==> src/rtl/core/ccb_pkg.sv <==
`timescale 1ns / 1ps
// ----------------------------------------------------------------------------
// ccb_pkg
// Shared constants, state encoding and controller/datapath interface types
// for the contrast crop bounds core.
// ----------------------------------------------------------------------------
package ccb_pkg;

  localparam int MAX_WIDTH  = 1024;
  localparam int MAX_HEIGHT = 1024;

  localparam int X_W    = $clog2(MAX_WIDTH);
  localparam int Y_W    = $clog2(MAX_HEIGHT);
  localparam int SCAN_W = (X_W > Y_W) ? X_W : Y_W;

  localparam int PIX_W  = 8;
  localparam int DIM_W  = 11;
  localparam int SUM_W  = 18;
  localparam int TOT_W  = 28;
  localparam int CF_W   = 17;
  localparam int MF_W   = 16;
  localparam int GOAL_W = TOT_W + CF_W;
  localparam int CM_W   = DIM_W + MF_W + 1;
  localparam int FRAC_SH = 16;
  localparam int IDX_W  = 2;

  localparam logic [CM_W-1:0] HALF_Q16 = CM_W'(32768);

  localparam logic [IDX_W-1:0] CFG_IMAGE_WIDTH  = 2'd0;
  localparam logic [IDX_W-1:0] CFG_IMAGE_HEIGHT = 2'd1;
  localparam logic [IDX_W-1:0] CFG_CONTRAST_FR  = 2'd2;
  localparam logic [IDX_W-1:0] CFG_MAX_CROP_FR  = 2'd3;

  localparam logic [DIM_W-1:0] RST_WIDTH  = DIM_W'(1024);
  localparam logic [DIM_W-1:0] RST_HEIGHT = DIM_W'(1024);
  localparam logic [CF_W-1:0]  RST_CFRAC  = CF_W'(3277);
  localparam logic [MF_W-1:0]  RST_MFRAC  = MF_W'(16384);

  typedef enum logic [2:0] {
    ST_CLEAR,
    ST_IDLE,
    ST_PIX,
    ST_GOAL,
    ST_FRONT,
    ST_BACK,
    ST_DONE
  } state_t;

  typedef struct packed {
    logic take;
    logic pix;
    logic clr;
    logic goal;
    logic scan;
    logic back_init;
    logic back_fin;
    logic axis;
    logic fin;
  } cmd_t;

  typedef struct packed {
    logic clr_last;
    logic img_end;
    logic scan_done;
  } status_t;

endpackage

==> src/rtl/core/ccb_ctrl.sv <==
`timescale 1ns / 1ps
// ----------------------------------------------------------------------------
// ccb_ctrl
// Sequencer: pixel update, per-axis bound scans, result strobe and the
// column store clearing sweep.
// ----------------------------------------------------------------------------
module ccb_ctrl (
  input  logic              clk,
  input  logic              rst_n,
  input  logic              start,
  input  ccb_pkg::status_t  status,
  output logic              busy,
  output logic              out_valid,
  output ccb_pkg::cmd_t     cmd
);
  import ccb_pkg::*;

  state_t state_r, state_nxt;
  logic   axis_r, axis_nxt;

  always_ff @(posedge clk) begin
    if (!rst_n) begin
      state_r <= ST_CLEAR;
      axis_r  <= 1'b0;
    end else begin
      state_r <= state_nxt;
      axis_r  <= axis_nxt;
    end
  end

  always_comb begin
    state_nxt = state_r;
    axis_nxt  = axis_r;
    unique case (state_r)
      ST_CLEAR: if (status.clr_last) state_nxt = ST_IDLE;
      ST_IDLE:  if (start) state_nxt = ST_PIX;
      ST_PIX: begin
        if (status.img_end) begin
          state_nxt = ST_GOAL;
          axis_nxt  = 1'b0;
        end else begin
          state_nxt = ST_IDLE;
        end
      end
      ST_GOAL:  state_nxt = ST_FRONT;
      ST_FRONT: if (status.scan_done) state_nxt = ST_BACK;
      ST_BACK: begin
        if (status.scan_done) begin
          if (axis_r) begin
            state_nxt = ST_DONE;
          end else begin
            state_nxt = ST_GOAL;
            axis_nxt  = 1'b1;
          end
        end
      end
      ST_DONE:  state_nxt = ST_CLEAR;
      default:  state_nxt = ST_CLEAR;
    endcase
  end

  always_comb begin
    cmd       = '0;
    cmd.axis  = axis_r;
    busy      = 1'b1;
    out_valid = 1'b0;
    unique case (state_r)
      ST_CLEAR: cmd.clr = 1'b1;
      ST_IDLE: begin
        busy     = 1'b0;
        cmd.take = start;
      end
      ST_PIX:   cmd.pix = 1'b1;
      ST_GOAL:  cmd.goal = 1'b1;
      ST_FRONT: begin
        cmd.scan      = ~status.scan_done;
        cmd.back_init = status.scan_done;
      end
      ST_BACK: begin
        cmd.scan     = ~status.scan_done;
        cmd.back_fin = status.scan_done;
      end
      ST_DONE: begin
        cmd.fin   = 1'b1;
        out_valid = 1'b1;
      end
      default: cmd = '0;
    endcase
  end

  a_take_to_pix: assert property (@(posedge clk) disable iff (!rst_n)
    cmd.take |=> state_r == ST_PIX)
    else $error("accepted pixel not followed by update");

  a_strobe_single: assert property (@(posedge clk) disable iff (!rst_n)
    out_valid |=> !out_valid && state_r == ST_CLEAR)
    else $error("result strobe not single or sweep skipped");

  a_cmd_excl: assert property (@(posedge clk) disable iff (!rst_n)
    $onehot0({cmd.take, cmd.pix, cmd.clr, cmd.goal, cmd.back_init, cmd.back_fin, cmd.fin}))
    else $error("conflicting datapath commands");

endmodule

==> config.mk <==
export PLATFORM = sky130hd
export DESIGN_NAME = ccb_ctrl
export DESIGN_NICKNAME = d
export VERILOG_FILES = /design/src/rtl/core/ccb_pkg.sv /design/src/rtl/core/ccb_ctrl.sv
export SDC_FILE = /design/constraint.sdc
export NUM_CORES = 1
export LEC_CHECK = 0
export CORE_AREA = 3 3 40 42
export CTS_CLUSTER_DIAMETER = 40
export DETAILED_ROUTE_END_ITERATION = 12
export DIE_AREA = 0 0 43 45
export DONT_BUFFER_PORTS = 1
export GPL_TIMING_DRIVEN = 0
export RECOVER_POWER = 25
export SKIP_LAST_GASP = 1
export SYNTH_ARGS = -nofsm -noshare
export SYNTH_HDL_FRONTEND = slang
export SYNTH_SLANG_ARGS = --single-unit
==> constraint.sdc <==
create_clock -name clk -period 1.3 [get_ports clk]
set_input_delay 0.195 -clock clk [delete_from_list [all_inputs] [get_ports clk]]
set_output_delay 0.195 -clock clk [all_outputs]
set_load 0.03 [all_outputs]
==> flow_metrics.env, run 1 <==
export IMPL_placed_area_um2=344
export IMPL_p_per_area_mw_per_mm2=967
export IMPL_path_max_fanout=9
export IMPL_synth_area_um2=304
export IMPL_leakagePower_nw=0.188
export IMPL_power_switching_w=0.000159
export IMPL_path_class="register to output pin"
export IMPL_skew_ns=0.00491
export IMPL_num_vias=333
export IMPL_final_cell_mix="buf_4, buf_6, nand2_1, dfxtp_1, clkbuf_4"
export IMPL_grt_max_degree=10
export IMPL_hold_violations=0
export IMPL_finalCritPeriodShare_pct=106
export IMPL_die_x_um=43
export IMPL_p_clk_share_pct=33.1
export IMPL_h_tree_depth=1
export IMPL_violations="setup timing"
export IMPL_syn_area_per_cell_um2=8.22
export IMPL_wire_per_inst_um=14.4
export IMPL_worst_slack_ns=-0.0833
export IMPL_critPathCaptureType="output pin"
export IMPL_cts_tree="built"
export IMPL_synthesis_nets=43
export IMPL_die_area_mm2=0.00194
export IMPL_power_internal_w=0.000307
export IMPL_finalCriticalPeriod_ns=1.38
export IMPL_drive_gt1_share_pct=65.2
export IMPL_n_fill_cell=132
export IMPL_rsz0062_at_grt="yes"
export IMPL_clk_pin_slew_ns=0.04
export IMPL_grt_pass1_wl_um=1410
export IMPL_row_count=13
export IMPL_hold_path_cell_count=1
export IMPL_ant_nets=0
export IMPL_diodes=0
export IMPL_wl_um=881
export IMPL_start_kind="register"
export IMPL_routed_via_density=5.46
export IMPL_final_nets=54
export IMPL_pwr_share_comb_pct=37.5
export IMPL_portBuffers=0
export IMPL_antenna_found_initial=0
export IMPL_cts_buffers=3
export IMPL_gp_congestion=0.696
export IMPL_swShare_pct=34.2
export IMPL_reg2reg_depth=4
export IMPL_cts_buffer_depth=2
export IMPL_synth_area_leaders="dfxtp_1, nor3b_4, a21oi_1, a221oi_2, buf_4"
export IMPL_die_h_um=45
export IMPL_pin_count=17
export IMPL_tightest_slew_ns=0.529
export IMPL_drt_pass1_iterations=2
export IMPL_fmax_mhz=723
export IMPL_ys_warn_count=0
export IMPL_place_inst=52
export IMPL_status="finished with violations"
export IMPL_dp_hpwl_um=589
export IMPL_initial_utilization_pct=23.7
export IMPL_ys_seq_area_share_pct=26.3
export IMPL_drc=0
export IMPL_synthCells=37
export IMPL_yosysTopAreaCell="dfxtp_1"
export IMPL_reg2reg_setup_slack_ns=0.04
export IMPL_fin_area_um2=482
export IMPL_gr_usage_all_layers_pct=10.2
export IMPL_syn2layout_area_growth_pct=58.4
export IMPL_fin_cells=61
export IMPL_gr_total_overflow=0
export IMPL_synth_top_area_share_pct=26.3
export IMPL_max_cap_viol_count=0
export IMPL_drtIter0Drc=5
export IMPL_arrival_ns=1.19
export IMPL_fp_coreArea_mm2=0.00128
export IMPL_synth_seq_cells=4
export IMPL_ir_worst_vdd_v=0.000332
export IMPL_cts_sinks=4
export IMPL_hp_class="primary input to register"
export IMPL_power_frac_seq_pct=29.4
export IMPL_worstPathRequired_ns=1.11
export IMPL_drv_slew=0
export IMPL_setup_viol=7
export IMPL_root_buffer="clkbuf_4"
export IMPL_layout_commonest_cell="buf_4"
export IMPL_grt_pass1_vias=304
export IMPL_power_total_w=0.000466
export IMPL_clock_latency_ns=0.23
export IMPL_synth_lib_cells_used_distinct=23
export IMPL_max_slew_margin_rel_pct=64.5
layout make-up:
type	count	area, µm²	share of cell area, %
Multi-Input combinational cell	26	255	53.0
Sequential cell	4	81.3	16.9
Timing Repair Buffer	6	45.0	9.35
Buffer	4	45.0	9.35
Clock buffer	3	22.5	4.68
Tap cell	15	18.8	3.90
Inverter	3	13.8	2.86
routing by layer:
| layer | wire length [µm] | global-route usage, % | share of wire (%) | vias up |
|---|---|---|---|---|
| met5 | 0 | 0 | 0 | - |
| met4 | 16 | 7.23 | 1.8 | 0 |
| met3 | 146 | 7.17 | 17 | 2 |
| met2 | 420 | 15.3 | 48 | 19 |
| met1 | 298 | 9.88 | 34 | 158 |
| li1 | - | - | - | 154 |
critical path, cell delays in order (launching register included):
cell and delay [ns]:
dfxtp_1 0.30, buf_6 0.14, nand2b_4 0.16, nor3b_4 0.36
flip-flops by register name, indices dropped and copies added, names as in the netlist:
| register | flops |
|---|---|
| axis_r | 1 |
| state_r | 3 |
cells in the mapped netlist, drive strengths merged:
cell    count
a211oi      1
a21oi       3
a221oi      1
a31o        1
a31oi       2
and3        2
buf         4
dfxtp       4
inv         3
nand2       3
nand2b      2
nor2        3
nor2b       1
nor3        1
nor3b       2
o211a       1
o21a        1
o21ai       1
o31ai       1
kinds of logic (layout without fill, tap and decap cells):
| logic type | count (synthesis) | after routing | synth area share [%] |
|---|---|---|---|
| and+or+nand+nor | 14 | 14 | 30.5 |
| AOI/OAI and AO/OA | 12 | 12 | 29.2 |
| buffers and inverters | 7 | 16 | 14.0 |
| DFF | 4 | 4 | 26.3 |
stage by stage:
stage	hold WS [ns]	TNS (ns)	util [%]	setup WS, ns
2_1_floorplan	0.313	0	-	0.0114
3_5_place_dp	0.322	-0.311	26.8	-0.114
3_3_place_gp	0.319	-0.239	26.8	-0.0980
5_1_grt	0.0819	-0.663	37.5	-0.124
4_1_cts	0.0754	-0.439	35.7	-0.0954
6_report	0.0819	-0.334	37.5	-0.0833
final timing paths:
| check | startpoint | end |
|---|---|---|
| min | rst_n | state_r[2]$_SDFFE_PN0P_ |
| min reg2reg | axis_r$_SDFFE_PN0P_ | axis_r$_SDFFE_PN0P_ |
| max reg2reg | state_r[1]$_SDFFE_PN0P_ | state_r[1]$_SDFFE_PN0P_ |
| max | state_r[1]$_SDFFE_PN0P_ | cmd[3] |
repair_timing:
action	4_1_cts	5_1_grt
endpoints found under the hold margin	0	0
gates cloned	1	0
pin swaps	3	3
hold buffers	0	0
gates resized for setup	19	2
setup endpoints to repair	13	11
setup buffers	3	2
power by group through the flow:
stage | clock [W] | sequential, W | combinational (W)
after floorplan | 0 | 0.000134 | 0.000107
after global placement | 0 | 0.000135 | 0.000119
after detailed placement | 0 | 0.000135 | 0.000119
after CTS | 0.000162 | 0.000136 | 0.000160
after global routing | 0.000168 | 0.000137 | 0.000187
final | 0.000154 | 0.000137 | 0.000175
No activity file was read; power rests on OpenSTA's default activity.
==> run 2, diff against run 1 <==
- GPL_TIMING_DRIVEN: 0 -> default
==> run 2 against run 1 <==
Against the previous run:
- the run now ends clean
- sequential cell count did not move
- sequential power increased by 4%
- clock power is 3% lower
- setup slack improved by 0.11 ns
- count of clock-buffer cells in the layout did not move
- critical path type unchanged
- largest power group unchanged
==> flow_metrics.env, run 2 (synthesized netlist as in run 1, its figures left out) <==
export IMPL_cts_buffer_depth=2
export IMPL_cts_tree="built"
export IMPL_rsz0062_at_grt="yes"
export IMPL_wire_per_inst_um=12.5
export IMPL_fin_cells=63
export IMPL_max_slew_margin_rel_pct=83.8
export IMPL_grt_max_degree=11
export IMPL_fin_area_um2=477
export IMPL_p_per_area_mw_per_mm2=938
export IMPL_drt_pass1_iterations=4
export IMPL_drive_gt1_share_pct=62.5
export IMPL_critPathCaptureType="output pin"
export IMPL_worstPathRequired_ns=1.11
export IMPL_max_cap_viol_count=0
export IMPL_setup_viol=0
export IMPL_drv_slew=0
export IMPL_num_vias=318
export IMPL_ir_worst_vdd_v=0.000374
export IMPL_die_h_um=45
export IMPL_fmax_mhz=783
export IMPL_clock_latency_ns=0.23
export IMPL_hold_violations=0
export IMPL_grt_pass1_vias=323
export IMPL_antenna_found_initial=0
export IMPL_status="finished, final reports clean"
export IMPL_slowest_stage="dfxtp_2"
export IMPL_finalCriticalPeriod_ns=1.28
export IMPL_h_tree_depth=1
export IMPL_initial_utilization_pct=23.7
export IMPL_portBuffers=0
export IMPL_path_max_fanout=10
export IMPL_diodes=0
export IMPL_gp_congestion=0.713
export IMPL_dp_hpwl_um=569
export IMPL_root_buffer="clkbuf_4"
export IMPL_final_nets=56
export IMPL_placed_area_um2=393
export IMPL_layout_commonest_cell="buf_4"
export IMPL_path_class="register to output pin"
export IMPL_finalCritPeriodShare_pct=98.3
export IMPL_leakagePower_nw=0.200
export IMPL_pin_count=17
export IMPL_row_count=13
export IMPL_cts_sinks=4
export IMPL_cts_buffers=3
export IMPL_wl_um=789
export IMPL_cp_num_buf_inv=2
export IMPL_hold_ws_ns=0.0909
export IMPL_largest_reg_flops=3
export IMPL_arrival_ns=1.08
export IMPL_grt_pass1_wl_um=1280
export IMPL_cp_cell_sequence="buf_12 > a31oi_1 > buf_4"
export IMPL_fp_coreArea_mm2=0.00128
export IMPL_syn2layout_area_growth_pct=56.8
export IMPL_final_cell_mix="buf_4, nand2_1, a21oi_1, clkbuf_4, buf_6"
export IMPL_tightest_slew_ns=0.240
export IMPL_gr_usage_all_layers_pct=8.83
export IMPL_power_total_w=0.000447
export IMPL_skew_ns=0.00339
export IMPL_die_x_um=43
export IMPL_slowest_delay_ns=0.33
export IMPL_place_inst=57
export IMPL_die_area_mm2=0.00194
export IMPL_top_register="state_r"
export IMPL_drtIter0Drc=4
export IMPL_clk_pin_slew_ns=0.04
export IMPL_hp_class="primary input to register"
export IMPL_reg_top3="state_r: 3 flops, axis_r: 1 flops"
export IMPL_start_kind="register"
export IMPL_routed_via_density=5.05
export IMPL_ant_nets=0
export IMPL_gr_total_overflow=0
export IMPL_crit_family="flip-flops"
export IMPL_drc=0
[run 2: changes by cell type in the layout (fill, tap and decap cells not counted), sizes merged]
| cell | before | now |
|---|---|---|
| buf | 10 | 12 |
[run 2: layout make-up]
class / count / area [µm²]
fillers: 141 / 808
multi-input cells: 26 / 221
repair buffers: 12 / 114
clock buffers: 3 / 22.5
inverters: 3 / 11.3
well taps: 15 / 18.8
flip-flops and latches: 4 / 88.8
[run 2: worst reg2reg max path, cell delays in order (launching register included)]
cell,delay (ns)
dfxtp_2,0.33
buf_12,0.14
a21oi_1,0.16
o31ai_1,0.11
a221oi_2,0.22
[run 2: repair_timing]
item	4_1_cts	5_1_grt
setup buffers	1	2
setup endpoints to repair	10	9
gates resized for setup	11	3
cloned	0	0
pin swaps	1	2
hold buffers	0	0
[run 2: per-layer routing]
layer  routed length, µm  part of all wire [%]  vias up  GRT usage [%]
li1                    -                     -      153              -
met1                 314                    40      147           9.66
met2                 378                    48       18           15.0
met3                  96                    12        0           5.18
met4                   0                     0        0           1.81
met5                   0                     0        -              0
[run 2: metrics by stage]
step,TNS (ns),utilization [%],setup slack (ns)
floorplan,0,-,0.0114
global placement,0,30.6,0.113
detailed placement,0,30.6,0.0730
CTS,-0.0210,35.0,-0.0128
global route,-0.141,37.1,-0.0247
finish,0,37.1,0.0225
[run 2: where the power goes]
part,internal [W],switching (W),leakage (nW)
clock network,0.000103,0.0000469,0.0138
registers,0.000130,0.0000118,0.0344
logic,0.0000724,0.0000831,0.151
[run 2: path summary, 6_finish.rpt]
check	start	end	slack, ns	depth (start not counted)
max	state_r[0]$_SDFFE_PN0P_	cmd[1]	0.02	3
min	rst_n	state_r[2]$_SDFFE_PN0P_	0.09	1
max reg2reg	state_r[0]$_SDFFE_PN0P_	state_r[0]$_SDFFE_PN0P_	0.25	4
min reg2reg	axis_r$_SDFFE_PN0P_	axis_r$_SDFFE_PN0P_	0.53	1
